==> config.mk <==
export PLATFORM = sky130hd
export DESIGN_NAME = probability_drum_step_sequencer
export DESIGN_NICKNAME = d
export VERILOG_FILES = /design/src/hw/rtl/pdss_pkg.sv /design/src/hw/rtl/pdss_step_mem.sv /design/src/hw/rtl/pdss_rem.sv /design/src/hw/rtl/probability_drum_step_sequencer.sv
export SDC_FILE = /design/constraint.sdc
export NUM_CORES = 2
export LEC_CHECK = 0
export BUFFER_PORTS_ARGS = -buffer_cell sky130_fd_sc_hd__buf_2
export CORE_AREA = 2 2 383 385
export DETAILED_ROUTE_END_ITERATION = 10
export DIE_AREA = 0 0 385 387
export HOLD_SLACK_MARGIN = 0.03
export PLACE_DENSITY = 0.7
export SYNTH_ARGS = -nofsm -noshare
export SYNTH_HDL_FRONTEND = slang
export SYNTH_SLANG_ARGS = --single-unit
==> constraint.sdc <==
create_clock -name clk -period 13.1 [get_ports clk]
set_input_delay 1.31 -clock clk [delete_from_list [all_inputs] [get_ports clk]]
set_output_delay 1.31 -clock clk [all_outputs]
set_load 0.01 [all_outputs]
==> src/hw/rtl/pdss_pkg.sv <==
package pdss_pkg;

	localparam int MAX_STEPS_DEFAULT = 64;

	localparam int OP_W           = 2;
	localparam int STEP_INDEX_W   = 6;
	localparam int PROB_W         = 7;
	localparam int VEL_W          = 12;
	localparam int RND_W          = 7;
	localparam int SPREAD_RND_W   = 16;
	localparam int MV_W           = 13;
	localparam int AMP_W          = 14;
	localparam int STEP_COUNT_W   = 7;
	localparam int VRANGE_W       = 13;
	localparam int CFG_INDEX_W    = 2;
	localparam int CFG_DATA_W     = 13;

	localparam int FACTOR_W       = 14;
	localparam int PF_W           = 21;
	localparam int PV_W           = 20;
	localparam int SPREAD_W       = 14;
	localparam int VEL_SUM_W      = 16;

	localparam int REM_STEPS      = 2;

	typedef enum logic [OP_W-1:0] {
		OP_WRITE   = 2'd0,
		OP_ADVANCE = 2'd1,
		OP_BEAT    = 2'd2
	} op_t;

	typedef enum logic [CFG_INDEX_W-1:0] {
		CFG_STEP_COUNT = 2'd0,
		CFG_MODIFIER   = 2'd1,
		CFG_VEL_RANGE  = 2'd2
	} cfg_reg_t;

	localparam logic [STEP_COUNT_W-1:0] STEP_COUNT_RESET = 7'd16;

	// The control voltage factor is mv/24 below the low threshold and
	// 100 + mv + mv/25 above the high one, the divisions by reciprocal
	// multiplication.
	localparam logic [MV_W-1:0] CV_LOW_MV  = 13'd2400;
	localparam logic [MV_W-1:0] CV_HIGH_MV = 13'd2600;
	localparam int CV_RECIP_W = 14;
	localparam logic [CV_RECIP_W-1:0] CV_LO_RECIP = 14'd2731;
	localparam logic [CV_RECIP_W-1:0] CV_HI_RECIP = 14'd10486;
	localparam int CV_LO_SHIFT = 16;
	localparam int CV_HI_SHIFT = 18;
	localparam logic [FACTOR_W-1:0] FACTOR_UNITY = 14'd100;

	localparam logic [PROB_W-1:0] PERCENT = 7'd100;

	// Division by 100 of the probability times range product.
	localparam int PCT_RECIP_W = 21;
	localparam logic [PCT_RECIP_W-1:0] PCT_RECIP = 21'd1342178;
	localparam int PCT_SHIFT = 27;

	localparam logic signed [VEL_SUM_W-1:0] AMP_MIN = -16'sd8192;
	localparam logic signed [VEL_SUM_W-1:0] AMP_MAX = 16'sd8191;

	typedef struct packed {
		logic [PROB_W-1:0] prob;
		logic [VEL_W-1:0]  vel;
	} step_entry_t;

	typedef struct packed {
		logic                    start;
		logic [SPREAD_RND_W-1:0] dividend;
		logic [SPREAD_W-1:0]     divisor;
	} rem_req_t;

	typedef struct packed {
		logic                done;
		logic [SPREAD_W-1:0] rem;
	} rem_rsp_t;

endpackage

==> src/hw/rtl/pdss_step_mem.sv <==
module pdss_step_mem #(
	parameter int DEPTH  = pdss_pkg::MAX_STEPS_DEFAULT,
	parameter int ADDR_W = $clog2(DEPTH)
) (
	input  logic                 clk,
	input  logic                 we,
	input  logic [ADDR_W-1:0]    waddr,
	input  pdss_pkg::step_entry_t wdata,
	input  logic                 re,
	input  logic [ADDR_W-1:0]    raddr,
	output pdss_pkg::step_entry_t rdata
);
	import pdss_pkg::*;

	step_entry_t mem [DEPTH];

	always_ff @(posedge clk) begin
		if (we) begin
			mem[waddr] <= wdata;
		end
		if (re) begin
			rdata <= mem[raddr];
		end
	end

endmodule

==> src/hw/rtl/pdss_rem.sv <==
module pdss_rem (
	input  logic               clk,
	input  logic               arst_n,
	input  pdss_pkg::rem_req_t req,
	output pdss_pkg::rem_rsp_t rsp
);
	import pdss_pkg::*;

	localparam int ITER  = SPREAD_RND_W / REM_STEPS;
	localparam int CNT_W = $clog2(ITER);

	logic                    busy_q;
	logic                    done_q;
	logic [CNT_W-1:0]        cnt_q;
	logic [SPREAD_RND_W-1:0] dvd_q;
	logic [SPREAD_W-1:0]     div_q;
	logic [SPREAD_W-1:0]     rem_q;
	logic [SPREAD_RND_W-1:0] dvd_nxt;
	logic [SPREAD_W-1:0]     rem_nxt;

	// Restoring remainder, REM_STEPS dividend bits per cycle.
	always_comb begin
		logic [SPREAD_W:0] t;
		rem_nxt = rem_q;
		dvd_nxt = dvd_q;
		for (int i = 0; i < REM_STEPS; i++) begin
			t = {rem_nxt, dvd_nxt[SPREAD_RND_W-1]};
			dvd_nxt = dvd_nxt << 1;
			if (t >= {1'b0, div_q}) begin
				t = t - {1'b0, div_q};
			end
			rem_nxt = t[SPREAD_W-1:0];
		end
	end

	always_ff @(posedge clk or negedge arst_n) begin
		if (!arst_n) begin
			busy_q <= 1'b0;
			done_q <= 1'b0;
			cnt_q  <= '0;
		end else begin
			done_q <= 1'b0;
			if (req.start) begin
				busy_q <= 1'b1;
				cnt_q  <= CNT_W'(ITER - 1);
			end else if (busy_q) begin
				if (cnt_q == '0) begin
					busy_q <= 1'b0;
					done_q <= 1'b1;
				end else begin
					cnt_q <= cnt_q - CNT_W'(1);
				end
			end
		end
	end

	always_ff @(posedge clk) begin
		if (req.start) begin
			dvd_q <= req.dividend;
			div_q <= req.divisor;
			rem_q <= '0;
		end else if (busy_q) begin
			dvd_q <= dvd_nxt;
			rem_q <= rem_nxt;
		end
	end

	assign rsp.done = done_q;
	assign rsp.rem  = rem_q;

endmodule

==> src/hw/rtl/probability_drum_step_sequencer.sv <==
// Probability drum step sequencer.
// Input items arrive on in_valid/in_stall with one field per port; each item
// yields exactly one result transfer on out_valid/out_stall (fire, amplitude).
// Configuration is to be written through cfg_we/cfg_index/cfg_data while
// idle; the block itself does not enforce this. A write, a beat or an
// unused op completes in the accept cycle and its result is presented in
// the next cycle. An advance reads the step memory in the accept cycle and
// decides in S_READ with the modifier off or the step at rest, else in
// S_DECIDE; a hit with a velocity range then passes S_SCALE, S_SPREAD and
// S_START, and S_REM when the drawn spread is nonzero, before S_FINAL emits
// the result. The remainder unit retires two dividend bits per cycle over
// 16 bits. The block works on one item at a time; a finished result
// sits in the output register, and the next item is taken in the cycle
// that result transfers or later. While the receiver stalls the result
// holds unchanged. Reset clears position, the pending hit, the pending
// velocity and the registers (16 steps, modifier off, no range). The step
// memory is not cleared; steps must be written before they are reached.
module probability_drum_step_sequencer #(
	parameter int MAX_STEPS = pdss_pkg::MAX_STEPS_DEFAULT
) (
	input  logic                                clk,
	input  logic                                arst_n,
	input  logic                                cfg_we,
	input  logic [pdss_pkg::CFG_INDEX_W-1:0]    cfg_index,
	input  logic [pdss_pkg::CFG_DATA_W-1:0]     cfg_data,
	input  logic                                in_valid,
	output logic                                in_stall,
	input  logic [pdss_pkg::OP_W-1:0]           op,
	input  logic [pdss_pkg::STEP_INDEX_W-1:0]   step_index,
	input  logic [pdss_pkg::PROB_W-1:0]         step_probability,
	input  logic [pdss_pkg::VEL_W-1:0]          step_velocity,
	input  logic [pdss_pkg::RND_W-1:0]          random_hit,
	input  logic [pdss_pkg::SPREAD_RND_W-1:0]   random_spread,
	input  logic [pdss_pkg::MV_W-1:0]           cv_millivolts,
	output logic                                out_valid,
	input  logic                                out_stall,
	output logic                                fire,
	output logic signed [pdss_pkg::AMP_W-1:0]   amplitude
);
	import pdss_pkg::*;

	localparam int POS_W     = $clog2(MAX_STEPS);
	localparam int CMP_W     = ((POS_W + 1) > STEP_COUNT_W) ? (POS_W + 1) : STEP_COUNT_W;
	localparam int IDX_CMP_W = ((POS_W + 1) > STEP_INDEX_W) ? (POS_W + 1) : STEP_INDEX_W;
	localparam int FMUL_W    = MV_W + CV_RECIP_W;
	localparam int SMUL_W    = PV_W + PCT_RECIP_W;

	typedef enum logic [7:0] {
		S_IDLE   = 8'b0000_0001,
		S_READ   = 8'b0000_0010,
		S_DECIDE = 8'b0000_0100,
		S_SCALE  = 8'b0000_1000,
		S_SPREAD = 8'b0001_0000,
		S_START  = 8'b0010_0000,
		S_REM    = 8'b0100_0000,
		S_FINAL  = 8'b1000_0000
	} fsm_t;

	fsm_t state_q, state_d;

	logic [STEP_COUNT_W-1:0] step_count_q;
	logic                    mod_en_q;
	logic [VRANGE_W-1:0]     vel_range_q;

	logic [POS_W-1:0]        pos_q;
	logic                    hit_q;
	logic signed [AMP_W-1:0] pend_vel_q;

	logic [RND_W-1:0]        rnd_q;
	logic [SPREAD_RND_W-1:0] spread_rnd_q;
	logic [MV_W-1:0]         mv_q;
	logic [PROB_W-1:0]       p_q;
	logic [VEL_W-1:0]        v_q;
	logic [FACTOR_W-1:0]     factor_q;
	logic [PV_W-1:0]         pv_q;
	logic [SPREAD_W-1:0]     spread_q;
	logic [SPREAD_W-1:0]     off_q;

	logic                    out_valid_q;
	logic                    fire_q;
	logic signed [AMP_W-1:0] amp_q;

	logic                    in_accept;
	logic                    emit;
	logic                    emit_fire;
	logic signed [AMP_W-1:0] emit_amp;
	logic                    hit_we;
	logic                    hit_d;
	logic                    pvel_we;
	logic signed [AMP_W-1:0] pvel_d;
	logic                    pos_we;
	logic                    mem_we;
	logic                    mem_re;
	logic                    idx_ok;

	logic [CMP_W-1:0]        sc_ext;
	logic [CMP_W-1:0]        eff_cnt;
	logic [CMP_W-1:0]        pos_inc;
	logic [POS_W-1:0]        pos_next;

	step_entry_t             wr_entry;
	step_entry_t             rd_entry;

	logic                    cv_lo;
	logic                    cv_hi;
	logic [FMUL_W-1:0]       fac_mul;
	logic [FACTOR_W-1:0]     factor_d;
	logic [PF_W-1:0]         pf;
	logic [PF_W-1:0]         rnd_pct;
	logic                    decide_hit;
	logic [SMUL_W-1:0]       sp_mul;
	logic signed [VEL_SUM_W-1:0] vel_sum;
	logic signed [AMP_W-1:0] vel_clamped;

	rem_req_t                rem_req;
	rem_rsp_t                rem_rsp;

	assign in_stall  = (state_q != S_IDLE) || (out_valid_q && out_stall);
	assign in_accept = in_valid && !in_stall;

	assign out_valid = out_valid_q;
	assign fire      = fire_q;
	assign amplitude = amp_q;

	// Position update with the step count held to 1..MAX_STEPS.
	always_comb begin
		sc_ext  = CMP_W'(step_count_q);
		pos_inc = CMP_W'(pos_q) + CMP_W'(1);
		if (sc_ext == '0) begin
			eff_cnt = CMP_W'(1);
		end else if (sc_ext > CMP_W'(MAX_STEPS)) begin
			eff_cnt = CMP_W'(MAX_STEPS);
		end else begin
			eff_cnt = sc_ext;
		end
		pos_next = (pos_inc >= eff_cnt) ? '0 : pos_inc[POS_W-1:0];
	end

	assign idx_ok        = IDX_CMP_W'(step_index) < IDX_CMP_W'(MAX_STEPS);
	assign wr_entry.prob = step_probability;
	assign wr_entry.vel  = step_velocity;

	pdss_step_mem #(
		.DEPTH  (MAX_STEPS),
		.ADDR_W (POS_W)
	) u_step_mem (
		.clk   (clk),
		.we    (mem_we),
		.waddr (POS_W'(step_index)),
		.wdata (wr_entry),
		.re    (mem_re),
		.raddr (pos_next),
		.rdata (rd_entry)
	);

	always_comb begin
		cv_lo   = mv_q < CV_LOW_MV;
		cv_hi   = mv_q > CV_HIGH_MV;
		fac_mul = FMUL_W'(mv_q) * FMUL_W'(cv_lo ? CV_LO_RECIP : CV_HI_RECIP);
		if (cv_lo) begin
			factor_d = FACTOR_W'(fac_mul >> CV_LO_SHIFT);
		end else if (cv_hi) begin
			factor_d = FACTOR_UNITY + FACTOR_W'(mv_q) + FACTOR_W'(fac_mul >> CV_HI_SHIFT);
		end else begin
			factor_d = FACTOR_UNITY;
		end
	end

	// floor(p * factor / 100) >= r holds exactly when p * factor >= 100 * r.
	assign pf         = PF_W'(p_q) * PF_W'(factor_q);
	assign rnd_pct    = PF_W'(rnd_q) * PF_W'(PERCENT);
	assign decide_hit = pf >= rnd_pct;

	assign sp_mul = SMUL_W'(pv_q) * SMUL_W'(PCT_RECIP);

	always_comb begin
		vel_sum = $signed(VEL_SUM_W'(off_q)) - $signed(VEL_SUM_W'(spread_q >> 1))
			+ $signed(VEL_SUM_W'(v_q));
		if (vel_sum < AMP_MIN) begin
			vel_clamped = AMP_W'(AMP_MIN);
		end else if (vel_sum > AMP_MAX) begin
			vel_clamped = AMP_W'(AMP_MAX);
		end else begin
			vel_clamped = vel_sum[AMP_W-1:0];
		end
	end

	pdss_rem u_rem (
		.clk    (clk),
		.arst_n (arst_n),
		.req    (rem_req),
		.rsp    (rem_rsp)
	);

	always_comb begin
		state_d          = state_q;
		emit             = 1'b0;
		emit_fire        = 1'b0;
		emit_amp         = '0;
		hit_we           = 1'b0;
		hit_d            = hit_q;
		pvel_we          = 1'b0;
		pvel_d           = pend_vel_q;
		pos_we           = 1'b0;
		mem_we           = 1'b0;
		mem_re           = 1'b0;
		rem_req.start    = 1'b0;
		rem_req.dividend = spread_rnd_q;
		rem_req.divisor  = spread_q;
		unique case (state_q)
			S_IDLE: begin
				if (in_accept) begin
					unique case (op)
						OP_WRITE: begin
							mem_we = idx_ok;
							emit   = 1'b1;
						end
						OP_ADVANCE: begin
							mem_re  = 1'b1;
							pos_we  = 1'b1;
							state_d = S_READ;
						end
						OP_BEAT: begin
							emit      = 1'b1;
							emit_fire = hit_q;
							emit_amp  = hit_q ? pend_vel_q : '0;
							hit_we    = 1'b1;
							hit_d     = 1'b0;
						end
						default: begin
							emit = 1'b1;
						end
					endcase
				end
			end
			S_READ: begin
				if (rd_entry.prob == '0) begin
					emit    = 1'b1;
					state_d = S_IDLE;
				end else if (!mod_en_q) begin
					hit_we  = 1'b1;
					hit_d   = rd_entry.prob >= rnd_q;
					pvel_we = 1'b1;
					pvel_d  = AMP_W'(rd_entry.vel);
					emit    = 1'b1;
					state_d = S_IDLE;
				end else begin
					state_d = S_DECIDE;
				end
			end
			S_DECIDE: begin
				hit_we = 1'b1;
				hit_d  = decide_hit;
				if (!decide_hit) begin
					emit    = 1'b1;
					state_d = S_IDLE;
				end else if (vel_range_q == '0) begin
					pvel_we = 1'b1;
					pvel_d  = AMP_W'(v_q);
					emit    = 1'b1;
					state_d = S_IDLE;
				end else begin
					state_d = S_SCALE;
				end
			end
			S_SCALE: begin
				state_d = S_SPREAD;
			end
			S_SPREAD: begin
				state_d = S_START;
			end
			S_START: begin
				if (spread_q == '0) begin
					state_d = S_FINAL;
				end else begin
					rem_req.start = 1'b1;
					state_d       = S_REM;
				end
			end
			S_REM: begin
				if (rem_rsp.done) begin
					state_d = S_FINAL;
				end
			end
			S_FINAL: begin
				pvel_we = 1'b1;
				pvel_d  = vel_clamped;
				emit    = 1'b1;
				state_d = S_IDLE;
			end
			default: begin
				state_d = S_IDLE;
			end
		endcase
	end

	always_ff @(posedge clk or negedge arst_n) begin
		if (!arst_n) begin
			state_q      <= S_IDLE;
			step_count_q <= STEP_COUNT_RESET;
			mod_en_q     <= 1'b0;
			vel_range_q  <= '0;
			pos_q        <= '0;
			hit_q        <= 1'b0;
			pend_vel_q   <= '0;
			out_valid_q  <= 1'b0;
		end else begin
			state_q <= state_d;
			if (cfg_we) begin
				unique case (cfg_index)
					CFG_STEP_COUNT: step_count_q <= cfg_data[STEP_COUNT_W-1:0];
					CFG_MODIFIER:   mod_en_q     <= cfg_data[0];
					CFG_VEL_RANGE:  vel_range_q  <= cfg_data[VRANGE_W-1:0];
					default: begin
					end
				endcase
			end
			if (pos_we) begin
				pos_q <= pos_next;
			end
			if (hit_we) begin
				hit_q <= hit_d;
			end
			if (pvel_we) begin
				pend_vel_q <= pvel_d;
			end
			if (emit) begin
				out_valid_q <= 1'b1;
			end else if (!out_stall) begin
				out_valid_q <= 1'b0;
			end
		end
	end

	always_ff @(posedge clk) begin
		if (in_accept) begin
			rnd_q        <= random_hit;
			spread_rnd_q <= random_spread;
			mv_q         <= cv_millivolts;
		end
		if (state_q == S_READ) begin
			p_q      <= rd_entry.prob;
			v_q      <= rd_entry.vel;
			factor_q <= factor_d;
		end
		if (state_q == S_SCALE) begin
			pv_q <= PV_W'(p_q) * PV_W'(vel_range_q);
		end
		if (state_q == S_SPREAD) begin
			spread_q <= SPREAD_W'(sp_mul >> PCT_SHIFT);
		end
		if (state_q == S_START) begin
			off_q <= '0;
		end else if ((state_q == S_REM) && rem_rsp.done) begin
			off_q <= rem_rsp.rem;
		end
		if (emit) begin
			fire_q <= emit_fire;
			amp_q  <= emit_amp;
		end
	end

endmodule
==> impl_results.md <==
- Status: finished with violations
- Failing checks: capacitance limit
- Power density cells: 180 nW/um^2
- Critical Path End Type: register
- Min Clock Period, post-route: 9.27 ns
- Final setup fails: 0
- H-tree Lvls: 4
- Vias: 48100
- Syn-to-layout area delta: 10.4%
- Req. time, crit path: 13.74 ns
- Largest family of logic cells by synthesized area: adder cells
- Path depth of the worst reg2reg path: 35
- Total Routed Length: 196000 microns
- Worst slew margin: 0.00546
- Worst Setup SP: mv_q[12]$_DFFE_PP_
- Initial antenna violation count: 9
- WL/cell: 24.5 microns
- Commonest non-fill, non-tap cell in the layout: edfxtp_1
- RR Startpoint: mv_q[12]$_DFFE_PP_
- IO Pins: 100
- Met2 Resource Use GR: 0.431
- Avg Vias per Cell: 6.00
- Sw frac: 0.365
- Filler Cell Count: 11300
- Layout cells sized above 1: 0.103
- Global-route wire length before repair: 296000 microns
- Setup CP Type: reg2reg
- Pleak: 33.1 nW
- Post-synthesis sequential area ratio: 0.560
- Most frequent cells in the layout: edfxtp_1, inv_1, ha_1
- RSZ-0062 raised after global routing: false
- Post-synth net total: 6773
- Setup TNS: 0 ns
- GPL Wtd Cong: 0.905
- Min-delay src: u_step_mem.rdata[6]$_DFFE_PP_
- Avg Inst Size Synth: 13.3 sq um
- Die width: 385 microns
- GRT busiest layer: met2
- CTS Hold Bufs: 0
- GRT Total Usage: 0.263
- Clock Sink Count: 1467
- Slew Limit Fails: 0
- Die Footprint: 149000 sq um
- Post-CTS Resized: 0
- CP max stage delay: 0.68 ns
- Xor/xnor share of the synthesized area: 0.0122
- P_sw: 5.65 mW
- GRT met1 Usage: 0.354
- Reg-to-Reg End: factor_q[11]$_SDFFCE_PP0P_
- Fmax: 108 MHz
- Largest net degree at the start of global routing: 119
- Clk_skew: 0.0485 ns
- DPL Wire Length: 128000 microns
- Clk Latency, worst-skew pair: 0.81 ns
- Maximum vdd drop: 0.000234 V
- Worst Max-Slew Pin Slew: 1.45 ns
- Post-synth EDFFs: 1383
- CP Launch Type: register
- Seq pwr share: 0.349
- Final hold violation count: 0
- Worst hold path class: reg2reg
- Initial Utilization: 0.536
- Crit Path Max Fanout: 21
- Synth Instances: 5826
- Number of setup buffers added after CTS: 0
- Primary FF master, synth: edfxtp_1
- Clk buf depth: 3
- Finished Core Util: 0.592
- Met3 Use GR: 0.0471
- DRC violations left: 0
- Period utilisation layout: 0.707
- Power Total: 15.4 mW
- Hold path cells: 0
- Final antenna-violating net count: 0
- Port bufs: 99
- Starting DRT DRC Count: 4007
- DRT Pass-1 Iters: 6
- Post-synthesis compound-gate area fraction: 0.0964
- CP Data Arrival Time: 9.91 ns
- Clk network pwr share: 0.276
- Max-cap violations: 1
- Total grt overflow: 0
- Synth Area in Simple Gates: 0.0686
- Vias in the first global route: 48300
- Register bit total from synthesis: 1467
- Power Internal: 9.80 mW
- Clock-pin transition on the worst setup and hold timing paths: 0.06 ns
- Worst R2R Setup Slack: 3.83 ns
- Combinational power share: 0.375
- CTS Buf Count: 153
- TritonCTS clock tree: yes
- Post-synth ARST share: 0.0382
- Crit-path slowest cell: o211a_1
- Worst Hold Endpoint: v_q[6]$_DFFE_PP_
- Ys Warns: 0
- Die Y: 387 microns
- Netlist cell types: 94
- CORE AREA: 145000 sq um
- Final nets: 6910
- Synth Area in Adders: 0.173
- Mux share of post-synthesis cell area: 0.0495
- CTS root buf: clkbuf_16
- Site Rows: 140
- Post-Syn Area: 77700 sq um
[cell usage after synthesis (all sizes together), types with 81 or more instances]
cell | number | area [sq um]
buf | 111 | 578
clkbuf | 141 | 529
o22ai | 101 | 632
and2 | 81 | 507
a211oi | 225 | 1700
nor2b | 110 | 688
a21oi | 257 | 1290
edfxtp | 1383 | 41500
mux2i | 313 | 3130
fa | 347 | 6950
inv | 550 | 2060
nand2 | 462 | 1730
nor2 | 198 | 743
ha | 517 | 6470
o21ai | 125 | 637
[worst max-delay path, delay by kind of cell (launching register included)]
family                   cells  cell delay [ns]
AO/OA/AOI/OAI               16             3.65
AND/OR/NAND/NOR              2             0.48
flip-flops                   1             0.55
XOR/XNOR                     1             0.12
buffers and inverters        6             0.49
adder cells (fa/ha/maj)     10             3.84
[routing by layer]
layer | vias to the layer above | wire length [microns]
met2 | 1800 | 95500
met1 | 24200 | 79200
met5 | - | 67
met4 | 10 | 6840
met3 | 344 | 14800
li1 | 21700 | -
[state kept, by name, summed over array words and instances (netlist names), 16 cells and up]
| register | cells |
|---|---|
| u_step_mem.mem | 1216 |
| pv_q | 20 |
| u_step_mem.rdata | 19 |
| spread_rnd_q | 16 |
| u_rem.dvd_q | 16 |
[layout make-up]
type	count	area, sq um	area share
Clock inverter	95	963	0.0112
Antenna cell	6	15.0	0.000175
Sequential cell	1467	43500	0.507
Tap cell	1917	2400	0.0280
Clock buffer	187	4000	0.0466
Inverter	550	2070	0.0241
Multi-Input combinational cell	3557	31300	0.365
Timing Repair Buffer	234	1560	0.0182
[power by group through the flow]
stage / Sequential [mW] / Clock (mW) / Combinational [mW]
after detailed placement: 5.48 / 0 / 5.77
after global placement: 5.48 / 0 / 5.64
after CTS: 5.39 / 4.31 / 5.80
final: 5.39 / 4.26 / 5.80
after floorplan: 5.42 / 0 / 4.08
after global routing: 5.39 / 4.50 / 6.38
[logic make-up after synthesis]
logic type | after synthesis
compound gates | 1094
xor+xnor | 108
fa+ha+maj | 864
buf+inv | 802
flops | 1467
mux | 376
other cells | 1
simple gates | 1114
[worst max-delay path by stage]
stage | end | slack, ns | cells after the start
6_report | factor_q[11]$_SDFFCE_PP0P_ | 3.83 | 35
5_1_grt | factor_q[11]$_SDFFCE_PP0P_ | 3.24 | 35
4_1_cts | factor_q[11]$_SDFFCE_PP0P_ | 3.95 | 35
3_5_place_dp | factor_q[10]$_DFFE_PP_ | 4.01 | 31
3_3_place_gp | factor_q[11]$_SDFFCE_PP0P_ | 4.01 | 35
2_1_floorplan | factor_q[11]$_SDFFCE_PP0P_ | 5.06 | 34
[through the flow]
stage | cell area, sq um | worst slack [ns] | instances | hold slack (ns)
floorplan | 77700 | 5.06 | 5826 | 0.427
finish | 85800 | 3.83 | 8013 | 0.463
global route | 85800 | 3.24 | 8007 | 0.467
CTS | 85800 | 3.95 | 8007 | 0.459
global placement | 80800 | 4.01 | 7725 | 0.444
detailed placement | 80800 | 4.01 | 7725 | 0.445
(Power assumes the default switching activity.)
